--- src/hw/rtl/vlsbi_pkg.sv ---
// Shared types and codes for the vector load/store burst issuer.
// Used by vlsbi_insn_queue and vector_load_store_burst_issuer_core; no dependencies.
package vlsbi_pkg;

    typedef enum logic [1:0] {
        CMD_ENQUEUE  = 2'd0,
        CMD_TICK     = 2'd1,
        CMD_GRANT    = 2'd2,
        CMD_RESPONSE = 2'd3
    } cmd_t;

    typedef enum logic [1:0] {
        REPLY_OK      = 2'd0,
        REPLY_INVALID = 2'd1,
        REPLY_DENIED  = 2'd2,
        REPLY_PENDING = 2'd3
    } reply_t;

    localparam logic [2:0] WIDTH_CODE_MIN_WIDE = 3'd5;
    localparam logic [2:0] WIDTH_CODE_BIAS     = 3'd4;

    typedef struct packed {
        logic [63:0] base_addr;
        logic [2:0]  width_code;
        logic [12:0] vector_length;
        logic [12:0] start_element;
        logic        is_store;
        logic [15:0] data_offset;
    } insn_t;

    typedef struct packed {
        logic push;
        logic pop;
    } queue_ctrl_t;

    typedef struct packed {
        logic empty;
        logic single;
        logic full;
    } queue_status_t;

endpackage

--- src/hw/rtl/vlsbi_insn_queue.sv ---
// Circular instruction queue; the head entry is the instruction being worked on.
// Depends on vlsbi_pkg.
module vlsbi_insn_queue
    import vlsbi_pkg::*;
#(
    parameter int QUEUE_DEPTH = 4
) (
    input  logic          aclk,
    input  logic          aresetn,
    input  queue_ctrl_t   ctrl,
    input  insn_t         push_insn,
    output insn_t         head_insn,
    output queue_status_t status
);

    localparam int HW = (QUEUE_DEPTH > 1) ? $clog2(QUEUE_DEPTH) : 1;
    localparam int CW = $clog2(QUEUE_DEPTH + 1);

    insn_t entry_reg [QUEUE_DEPTH];

    logic [HW-1:0] head_reg, head_next;
    logic [CW-1:0] count_reg, count_next;
    logic [CW:0]   tail_sum;
    logic [HW-1:0] tail_idx;

    always_comb begin
        tail_sum = {1'b0, {(CW-HW){1'b0}}, head_reg} + {1'b0, count_reg};
        if (tail_sum >= (CW+1)'(QUEUE_DEPTH)) begin
            tail_sum = tail_sum - (CW+1)'(QUEUE_DEPTH);
        end
        tail_idx = tail_sum[HW-1:0];
    end

    always_comb begin
        head_next  = head_reg;
        count_next = count_reg;
        if (ctrl.pop) begin
            head_next  = (head_reg == HW'(QUEUE_DEPTH - 1)) ? '0 : head_reg + 1'b1;
            count_next = count_next - 1'b1;
        end
        if (ctrl.push) begin
            count_next = count_next + 1'b1;
        end
    end

    always_ff @(posedge aclk) begin
        if (!aresetn) begin
            head_reg  <= '0;
            count_reg <= '0;
        end else begin
            head_reg  <= head_next;
            count_reg <= count_next;
        end
    end

    always_ff @(posedge aclk) begin
        if (ctrl.push) begin
            entry_reg[tail_idx] <= push_insn;
        end
    end

    assign head_insn     = entry_reg[head_reg];
    assign status.empty  = (count_reg == '0);
    assign status.single = (count_reg == CW'(1));
    assign status.full   = (count_reg >= CW'(QUEUE_DEPTH));

endmodule

--- src/hw/rtl/vector_load_store_burst_issuer_core.sv ---
// Vector load/store burst issuer: queues vector memory instructions and splits
// each into bursts of at most LANES*8 bytes. Depends on vlsbi_pkg, vlsbi_insn_queue.
//
// One transaction in gives exactly one result transaction out. Each input
// transaction is captured in an input register, evaluated against the unit state
// and written to the result register, so a new transaction is accepted every
// cycle as long as results are taken. The result is presented from the result
// register once the transaction has passed through the input register; the rate
// is set by the state update between input and result register.
// s_tuser carries the command (enqueue, tick, grant, response). A tick
// issues at most one burst, when bytes remain, fewer than MAX_OUTSTANDING bursts
// are outstanding and the unit is not stalled by a denied reply.
module vector_load_store_burst_issuer_core
    import vlsbi_pkg::*;
#(
    parameter int LANES           = 4,
    parameter int MAX_OUTSTANDING = 4,
    parameter int QUEUE_DEPTH     = 4
) (
    input  logic         aclk,
    input  logic         aresetn,
    input  logic         s_tvalid,
    output logic         s_tready,
    // base_addr[63:0], width_code[66:64], vector_length[79:67], start_element[92:80],
    // is_store[93], data_offset[109:94], mem_reply[111:110]
    input  logic [111:0] s_tdata,
    // cmd[1:0]
    input  logic [1:0]   s_tuser,
    output logic         m_tvalid,
    input  logic         m_tready,
    // burst_valid[0], burst_addr[64:1], burst_bytes[70:65], burst_is_write[71],
    // burst_data_offset[87:72], insn_done[88], enqueue_rejected[89], busy_res[90],
    // zero fill[95:91]
    output logic [95:0]  m_tdata
);

    localparam int CAP = LANES * 8;
    localparam int SZW = $clog2(CAP + 1);
    localparam int OW  = $clog2(MAX_OUTSTANDING + 1);

    // input register
    logic         in_valid_reg, in_valid_next;
    logic [111:0] in_data_reg;
    cmd_t         in_cmd_reg;
    logic         proc;

    // unit state
    logic          active_reg, active_next;
    logic [63:0]   cur_addr_reg, cur_addr_next;
    logic [15:0]   rem_reg, rem_next;
    logic [15:0]   cur_off_reg, cur_off_next;
    logic          cur_write_reg, cur_write_next;
    logic [OW-1:0] out_cnt_reg, out_cnt_next;
    logic          stalled_reg, stalled_next;

    // result register
    logic          m_valid_reg, m_valid_next;
    logic [95:0]   m_data_reg, m_data_next;

    queue_ctrl_t   q_ctrl;
    queue_status_t q_status;
    insn_t         push_insn;
    insn_t         head_insn;

    logic          r_bvalid, r_write, r_done, r_rej, r_busy, q_empty_after;
    logic [63:0]   r_addr;
    logic [5:0]    r_bytes;
    logic [15:0]   r_off;
    reply_t        reply;

    assign proc          = in_valid_reg && (!m_valid_reg || m_tready);
    assign s_tready      = !in_valid_reg || proc;
    assign in_valid_next = s_tready ? s_tvalid : in_valid_reg;

    always_ff @(posedge aclk) begin
        if (!aresetn) begin
            in_valid_reg <= 1'b0;
        end else begin
            in_valid_reg <= in_valid_next;
        end
    end

    always_ff @(posedge aclk) begin
        if (s_tvalid && s_tready) begin
            in_data_reg <= s_tdata;
            in_cmd_reg  <= cmd_t'(s_tuser);
        end
    end

    assign push_insn.base_addr     = in_data_reg[63:0];
    assign push_insn.width_code    = in_data_reg[66:64];
    assign push_insn.vector_length = in_data_reg[79:67];
    assign push_insn.start_element = in_data_reg[92:80];
    assign push_insn.is_store      = in_data_reg[93];
    assign push_insn.data_offset   = in_data_reg[109:94];
    assign reply                   = reply_t'(in_data_reg[111:110]);

    vlsbi_insn_queue #(
        .QUEUE_DEPTH (QUEUE_DEPTH)
    ) u_queue (
        .aclk      (aclk),
        .aresetn   (aresetn),
        .ctrl      (q_ctrl),
        .push_insn (push_insn),
        .head_insn (head_insn),
        .status    (q_status)
    );

    always_comb begin
        logic [1:0]     esz_shift;
        logic [12:0]    elem_cnt;
        logic [SZW-1:0] size;

        active_next    = active_reg;
        cur_addr_next  = cur_addr_reg;
        rem_next       = rem_reg;
        cur_off_next   = cur_off_reg;
        cur_write_next = cur_write_reg;
        out_cnt_next   = out_cnt_reg;
        stalled_next   = stalled_reg;
        q_ctrl         = '0;
        r_bvalid       = 1'b0;
        r_addr         = '0;
        r_bytes        = '0;
        r_write        = 1'b0;
        r_off          = '0;
        r_done         = 1'b0;
        r_rej          = 1'b0;
        esz_shift      = '0;
        elem_cnt       = '0;
        size           = '0;

        if (proc) begin
            unique case (in_cmd_reg)
                CMD_ENQUEUE: begin
                    if (q_status.full) begin
                        r_rej = 1'b1;
                    end else begin
                        q_ctrl.push = 1'b1;
                    end
                end
                CMD_TICK: begin
                    if (!active_reg && !q_status.empty) begin
                        if (head_insn.width_code >= WIDTH_CODE_MIN_WIDE) begin
                            esz_shift = 2'(head_insn.width_code - WIDTH_CODE_BIAS);
                        end
                        if (head_insn.start_element < head_insn.vector_length) begin
                            elem_cnt = head_insn.vector_length - head_insn.start_element;
                        end
                        rem_next       = {3'b000, elem_cnt} << esz_shift;
                        cur_addr_next  = head_insn.base_addr;
                        cur_off_next   = head_insn.data_offset;
                        cur_write_next = head_insn.is_store;
                        active_next    = 1'b1;
                        if (rem_next == '0 && out_cnt_reg == '0) begin
                            active_next = 1'b0;
                            q_ctrl.pop  = 1'b1;
                            r_done      = 1'b1;
                        end
                    end
                    if (active_next && rem_next != '0
                            && out_cnt_reg < OW'(MAX_OUTSTANDING) && !stalled_reg) begin
                        size     = (rem_next < 16'(CAP)) ? SZW'(rem_next) : SZW'(CAP);
                        r_bvalid = 1'b1;
                        r_addr   = cur_addr_next;
                        r_bytes  = 6'(size);
                        r_write  = cur_write_next;
                        r_off    = cur_off_next;
                        case (reply)
                            REPLY_DENIED: begin
                                stalled_next = 1'b1;
                                out_cnt_next = out_cnt_reg + 1'b1;
                            end
                            REPLY_PENDING: begin
                                out_cnt_next = out_cnt_reg + 1'b1;
                            end
                            default: begin
                                out_cnt_next = out_cnt_reg;
                            end
                        endcase
                        cur_addr_next = cur_addr_next + 64'(size);
                        rem_next      = rem_next - 16'(size);
                        cur_off_next  = cur_off_next + 16'(size);
                        if (rem_next == '0 && out_cnt_next == '0) begin
                            active_next = 1'b0;
                            q_ctrl.pop  = 1'b1;
                            r_done      = 1'b1;
                        end
                    end
                end
                CMD_GRANT: begin
                    stalled_next = 1'b0;
                end
                CMD_RESPONSE: begin
                    if (out_cnt_reg != '0) begin
                        out_cnt_next = out_cnt_reg - 1'b1;
                        if (active_reg && rem_reg == '0 && out_cnt_next == '0) begin
                            active_next = 1'b0;
                            q_ctrl.pop  = 1'b1;
                            r_done      = 1'b1;
                        end
                    end
                end
            endcase
        end

        if (q_ctrl.push) begin
            q_empty_after = 1'b0;
        end else if (q_ctrl.pop) begin
            q_empty_after = q_status.single;
        end else begin
            q_empty_after = q_status.empty;
        end
        r_busy = active_next || !q_empty_after;
    end

    assign m_data_next  = {5'b00000, r_busy, r_rej, r_done, r_off, r_write, r_bytes,
                           r_addr, r_bvalid};
    assign m_valid_next = proc ? 1'b1 : (m_valid_reg && !m_tready);

    always_ff @(posedge aclk) begin
        if (!aresetn) begin
            active_reg    <= 1'b0;
            cur_addr_reg  <= '0;
            rem_reg       <= '0;
            cur_off_reg   <= '0;
            cur_write_reg <= 1'b0;
            out_cnt_reg   <= '0;
            stalled_reg   <= 1'b0;
            m_valid_reg   <= 1'b0;
        end else begin
            active_reg    <= active_next;
            cur_addr_reg  <= cur_addr_next;
            rem_reg       <= rem_next;
            cur_off_reg   <= cur_off_next;
            cur_write_reg <= cur_write_next;
            out_cnt_reg   <= out_cnt_next;
            stalled_reg   <= stalled_next;
            m_valid_reg   <= m_valid_next;
        end
    end

    always_ff @(posedge aclk) begin
        if (proc) begin
            m_data_reg <= m_data_next;
        end
    end

    assign m_tvalid = m_valid_reg;
    assign m_tdata  = m_data_reg;

    a_out_cnt_bound: assert property (@(posedge aclk) disable iff (!aresetn)
        out_cnt_reg <= OW'(MAX_OUTSTANDING))
        else $error("outstanding burst count above limit");

    a_idle_no_outstanding: assert property (@(posedge aclk) disable iff (!aresetn)
        !active_reg |-> out_cnt_reg == '0)
        else $error("bursts outstanding with no active instruction");

    a_input_held: assert property (@(posedge aclk) disable iff (!aresetn)
        in_valid_reg && !proc |=> in_valid_reg && $stable(in_data_reg))
        else $error("stalled input transaction lost");

endmodule

--- config.mk ---
export PLATFORM = sky130hd
export DESIGN_NAME = vector_load_store_burst_issuer_core
export DESIGN_NICKNAME = d
export VERILOG_FILES = /design/src/hw/rtl/vlsbi_pkg.sv /design/src/hw/rtl/vlsbi_insn_queue.sv /design/src/hw/rtl/vector_load_store_burst_issuer_core.sv
export SDC_FILE = /design/constraint.sdc
export NUM_CORES = 1
export LEC_CHECK = 0
export BUFFER_PORTS_ARGS = -buffer_cell sky130_fd_sc_hd__buf_4
export CAP_MARGIN = 20
export CORE_MARGIN = 2
export CORE_UTILIZATION = 55
export DETAILED_ROUTE_END_ITERATION = 10
export GPL_TIMING_DRIVEN = 0
export PLACE_DENSITY = 0.85
export SYNTH_ARGS = -nofsm -noshare
export SYNTH_HDL_FRONTEND = slang
export SYNTH_SLANG_ARGS = --single-unit
--- constraint.sdc ---
create_clock -name aclk -period 9.9 [get_ports aclk]
set_input_delay 0.99 -clock aclk [delete_from_list [all_inputs] [get_ports aclk]]
set_output_delay 0.99 -clock aclk [all_outputs]
set_load 0.005 [all_outputs]
==> results of run 1 <==
==> layout make-up <==
cell class / count / area [µm²] / area share
buffer: 122 / 643 / 0.0170
clock buffer: 92 / 2010 / 0.0533
clock inverter: 49 / 479 / 0.0127
inverter: 37 / 141 / 0.00374
multi-input combinational: 1307 / 9890 / 0.262
sequential: 756 / 21600 / 0.572
tap: 765 / 957 / 0.0253
timing repair buffer: 243 / 2050 / 0.0543
==> timing repair <==
item | CTS | global route
resized for setup | 21 | 19
setup endpoints to repair | 161 | 60
setup buffers | 0 | 1
cloned | 0 | 0
pin swaps | 0 | 1
==> cell families (layout without fill, tap and decap cells) <==
kind of cell	after synthesis	count (layout)	share of synthesized area
flops	756	756	0.671
simple gates	717	717	0.108
compound gates	336	336	0.0722
mux	180	180	0.100
buf+inv	164	543	0.0241
fa+ha+maj	38	38	0.0155
xor+xnor	31	31	0.00844
other cells	1	5	0.000117
==> power by group through the flow <==
stage / combinational (µW) / sequential, µW / clock [µW]
after floorplan: 254 / 3620 / 0
after global placement: 423 / 3630 / 0
after detailed placement: 439 / 3630 / 0
after CTS: 444 / 3560 / 2900
after global routing: 483 / 3570 / 3020
final: 458 / 3560 / 2870
==> worst register-to-register path: cells and delay by family, from the launching register on <==
| kind | cells | cell delay (ps) |
|---|---|---|
| buffers and inverters | 13 | 3720 |
| AOI/OAI and AO/OA | 10 | 2740 |
| DFF | 1 | 360 |
| adders and majority gates | 2 | 580 |
| muxes | 1 | 350 |
| and+or+nand+nor | 9 | 1650 |
==> through the flow <==
step	instances	TNS, ps	power, µW
CTS	3371	0	6900
global placement	3201	-1439970	4060
finish	3371	0	6890
floorplan	2227	0	3870
global route	3371	0	7070
detailed placement	3234	-93690	4070
==> cell usage in the layout, fill, tap and decap left out, drive strengths merged, types with 29 or more instances in the layout <==
cell,instances
ha,35
buf,295
mux2i,66
nand4,32
o211ai,31
nor2,170
inv,40
o21ai,65
clkbuf,159
a21oi,68
nor2b,29
nor3,35
nand3,117
edfxtp,645
clkinv,37
nand2,204
dfxtp,111
mux4,110
==> metal layers <==
metal,vias to the layer above,share of wire,track usage
met3,285,0.11,0.0721
li1,9312,-,-
met5,-,0,0
met2,1467,0.46,0.466
met1,10800,0.38,0.400
met4,0,0.046,0.132
==> worst paths after layout <==
kind | end | slack, ps | cells past startpoint
worst max register to register | cur_addr_reg[25]$_SDFFE_PN0P_ | 420 | 35
worst min-delay path | cur_addr_reg[51]$_SDFFE_PN0P_ | 450 | 2
worst min register to register | cur_addr_reg[51]$_SDFFE_PN0P_ | 450 | 2
worst max-delay path | cur_addr_reg[25]$_SDFFE_PN0P_ | 420 | 35
==> results.toml, run 1 <==
[placement]
gp_congestion = 0.982
post_dp_cell_area_um2 = 35200
hpwl_um = 62600
io_buffer_count = 209
place_ws_ps = -1560

[synthesis]
synth_top_cell_area_share = 0.602
yosys.cell_count.top_type = "edfxtp_1"
synth_seq_cells = 756
synth_edf_count = 645
synth_area_um2 = 32200
synth_flop_cell = "edfxtp_1"
yosys_warnings = 0
synthCells = 2223
synth_cell_types = 94
async_flop_share = 0
yosys-top-cells-count = "edfxtp_1, nand2_1, nor2_1"
yosysSeqAreaShare = 0.671
post-synth-top-area-cell = "edfxtp_1"
avgSynthCellArea_um2 = 14.5
synth_area_leaders = "edfxtp_1, mux4_2, dfxtp_1"

[worst_setup_path]
cp.required_ps = 10460
crit_top_cell = "buf_4"
start_kind = "flip-flop"
path_buf_inv = 13
crit_family = "buffers and inverters"
crit_type = "flip-flop to flip-flop"
worst-path-max-fanout = 19
cp_slowest_cell = "o31ai_1"
end_kind = "flip-flop"
arrival_ps = 10040
critPathMaxStageDelay_ps = 680

[grt]
gr-total-overflow = 0
grt_pass1_wl_um = 133000
grt_util_all_layers = 0.298
grt_pass1_vias = 21800
antenna_found_initial = 3
grt_max_degree = 61

[timing]
slew_viol_final = 0
final_hold_viol_count = 0
fin_skew_ps = 48.7
worst_slack_ps = 424
max_slew_margin = 0.167
fin_crit_ps = 9480
tightest_slew_ps = 1240
hold_ws_ps = 453
period_share = 0.957
setup_violations = 0
grt_setup_unrepaired = "no"
fmax_ghz = 0.106

[die]
core_um2 = 57800
row_count = 88
num_io_pins = 216
die_w_um = 246
chipHeight_um = 246
dieArea_um2 = 60400
start_util = 0.556

[run]
drv_cap = 0

[power]
swShare = 0.230
clkPwrFrac = 0.417
leakage_uw = 0.0128
netSwitchingPower_uw = 1580
pwr-share-seq = 0.517
p_int_uw = 5310
p_comb_frac = 0.066
vdd_drop_max_mv = 0.180
p_per_area_nw_per_um2 = 183

[drt]
ant_nets = 0
detailedRoute.firstIterationViolations = 2794
drt_first_pass_iters = 7
vias_per_cell = 6.47
drc_errors = 0
wirelength_um = 90000
num_vias = 21800
wire_per_inst_um = 26.7

[cells_and_area]
nets = 2700
areaGrowthSynthToFinish_pct = 17.4
design_area_um2 = 37800
layout-drive-gt1-share = 0.215
largest_register_ffs = 440
fillCellCount = 3879
post-route-util = 0.653
antenna_cells = 0

[cts]
h-tree-depth = 3
clock_path_buffers = 3
cts_num_sinks = 756
clock_latency_ps = 660
hold_buffers = 0
cts-root-buf = "clkbuf_16"
cts_tree = "done"
clk_pin_slew_worst_paths_ps = 70
numCtsBuffers = 77

[run_status]
status = "finished clean"

[worst_hold_path]
min_path_type = "flip-flop to flip-flop"
hold_start = "cur_addr_reg[51]$_SDFFE_PN0P_"
No activity file was read; power rests on OpenSTA's default activity.
==> run 2: changes to the inputs <==
--- a/config.mk
+++ b/config.mk
@@ -5,13 +5,14 @@
 export SDC_FILE = /design/constraint.sdc
 export NUM_CORES = 1
 export LEC_CHECK = 0
-export BUFFER_PORTS_ARGS = -buffer_cell sky130_fd_sc_hd__buf_4
 export CAP_MARGIN = 20
 export CORE_MARGIN = 2
-export CORE_UTILIZATION = 55
+export CORE_UTILIZATION = 57
+export CTS_CLUSTER_SIZE = 8
 export DETAILED_ROUTE_END_ITERATION = 10
+export DONT_BUFFER_PORTS = 1
 export GPL_TIMING_DRIVEN = 0
-export PLACE_DENSITY = 0.85
+export PLACE_DENSITY = 0.84
 export SYNTH_ARGS = -nofsm -noshare
 export SYNTH_HDL_FRONTEND = slang
 export SYNTH_SLANG_ARGS = --single-unit
==> run 2 against run 1 <==
Clock power is 14% higher. Critical endpoint unchanged. Die area decreased by 3.5%. Non-clock buffer count is 210 lower. Worst setup slack improved by 120 ps. Clock-buffer cell count rose by 77. Largest cell class unchanged. Final area decreased by 2.8%. Routed wire length rose by 4.0%. Critical path depth is the same. Sequential share of layout area increased by 1.7 points. Largest power group unchanged. Register-to-register slack gained 120 ps.
==> results.toml, run 2 (synthesized netlist as in run 1, its figures left out) <==
[timing]
max_slew_margin = 0.157
fmax_ghz = 0.107
grt_setup_unrepaired = "no"
fin_crit_ps = 9360
period_share = 0.945
tightest_slew_ps = 1270
hold_ws_ps = 419
fin_skew_ps = 37.6
slew_viol_final = 0
setup_violations = 0
final_hold_viol_count = 0

[worst_hold_path]
holdPathStages = 0
hold_start = "s_tdata[12]"
whs_endpoint = "in_data_reg[12]$_DFFE_PP_"
min_path_type = "input port to flip-flop"

[cts]
clock_path_buffers = 3
cts_resized = 27
cts_tree = "done"
cts_num_sinks = 756
post-cts-setup-buffers = 0
clock_latency_ps = 670
h-tree-depth = 3
clk_pin_slew_worst_paths_ps = 60
numCtsBuffers = 104
hold_buffers = 0
cts-root-buf = "clkbuf_16"

[die]
die_w_um = 242
core_um2 = 56100
dieArea_um2 = 58300
chipHeight_um = 242
row_count = 87
num_io_pins = 216
start_util = 0.574

[power]
vdd_drop_max_mv = 0.215
p_per_area_nw_per_um2 = 197
leakage_uw = 0.0120

[drt]
drc_errors = 0
wire_per_inst_um = 29.4
detailedRoute.firstIterationViolations = 3001
ant_nets = 0
wirelength_um = 93600
vias_per_cell = 6.73
num_vias = 21400
drt_first_pass_iters = 9

[grt]
antenna_found_initial = 3
grt_pass1_wl_um = 138000
grt_max_degree = 60
gr-total-overflow = 0
grt_util_all_layers = 0.321
grt_pass1_vias = 21500

[placement]
io_buffer_count = 0
gp_congestion = 0.972
hpwl_um = 62400

[worst_setup_path]
cp.required_ps = 10480
start_kind = "flip-flop"
cp.depth = 35
r2r_cells = 35
cp_slowest_cell = "or4_1"
end_kind = "flip-flop"
crit_top_cell = "buf_8"
worst-path-max-fanout = 19
crit_type = "flip-flop to flip-flop"
crit_family = "buffers and inverters"
arrival_ps = 9940
path_buf_inv = 12
reg2reg_to = "cur_addr_reg[25]$_SDFFE_PN0P_"
regToRegSetupSlack_ps = 540
critPathMaxStageDelay_ps = 590

[cells_and_area]
final_cell_mix = "edfxtp_1, nand2_1, nor2_1"
layout-drive-gt1-share = 0.143
post-route-util = 0.655
largest_register_ffs = 440
areaGrowthSynthToFinish_pct = 14.1
nets = 2517
layout_commonest_cell = "edfxtp_1"

[run]
drv_cap = 0

[run_status]
status = "finished clean"
-- run 2: cell types whose count changed in the layout (fill, tap and decap cells not counted), moves of 3 or more --
cell       delta
clkinv_2     -16
clkbuf_1     +50
buf_4       -216
clkinv_4      -3
clkinv_1     -12
bufinv_16     -6
buf_6         +6
clkbuf_16    +27
clkinv_8      -3
-- run 2: per-layer routing --
layer	vias to the layer above	share of wire	track usage
met5	-	0.000053	0
met4	2	0.052	0.162
met3	358	0.11	0.0901
met2	1554	0.46	0.487
met1	10600	0.38	0.427
li1	8951	-	-
-- run 2: cell type report --
| type | instances | area [µm²] |
|---|---|---|
| Timing Repair Buffer | 34 | 485 |
| Fill cell | 3825 | 19400 |
| Antenna cell | 2 | 5.00 |
| Tap cell | 756 | 946 |
| Clock inverter | 7 | 85.1 |
| Inverter | 37 | 141 |
| Buffer | 121 | 657 |
| Sequential cell | 756 | 21600 |
| Multi-Input combinational cell | 1307 | 9920 |
| Clock buffer | 169 | 2880 |
-- run 2: how the worst max path moves through the flow --
stage                                         endpoint       from
floorplan            u_queue.entry_reg[0][0]$_DFFE_PP_   m_tready
global placement    u_queue.entry_reg[2][81]$_DFFE_PP_   m_tready
detailed placement       cur_addr_reg[63]$_SDFFE_PN0P_  flip-flop
CTS                      cur_addr_reg[25]$_SDFFE_PN0P_  flip-flop
global route             cur_addr_reg[25]$_SDFFE_PN0P_  flip-flop
finish                   cur_addr_reg[25]$_SDFFE_PN0P_  flip-flop
-- run 2: where the power goes --
part           total (µW)  internal, µW  switching [µW]
clock network        3260          1960            1300
registers            3570          3530            45.2
logic                 409           123             286
total                7240          5610            1640
-- run 2: stage by stage --
stage / instance area (µm²) / total power [µW] / setup TNS [ps] / std cells / worst slack, ps
2_1_floorplan: 32200 / 3870 / 0 / 2227 / 17.7
6_report: 36700 / 7240 / 0 / 3189 / 541
3_3_place_gp: 33100 / 4010 / -1577350 / 2983 / -5990
4_1_cts: 36700 / 7240 / 0 / 3190 / 12.3
5_1_grt: 36700 / 7410 / 0 / 3189 / 59.4
3_5_place_dp: 33600 / 4020 / -106860 / 3017 / -1690
-- run 2: worst reg2reg max path: cells and delay by family, from the launching register on --
kind	cells	cell delay (ps)
adder cells (fa/ha/maj)	2	550
AND/OR/NAND/NOR	10	2530
AO/OA/AOI/OAI	10	2180
flip-flops	1	400
multiplexers	1	550
buffers and inverters	12	3080
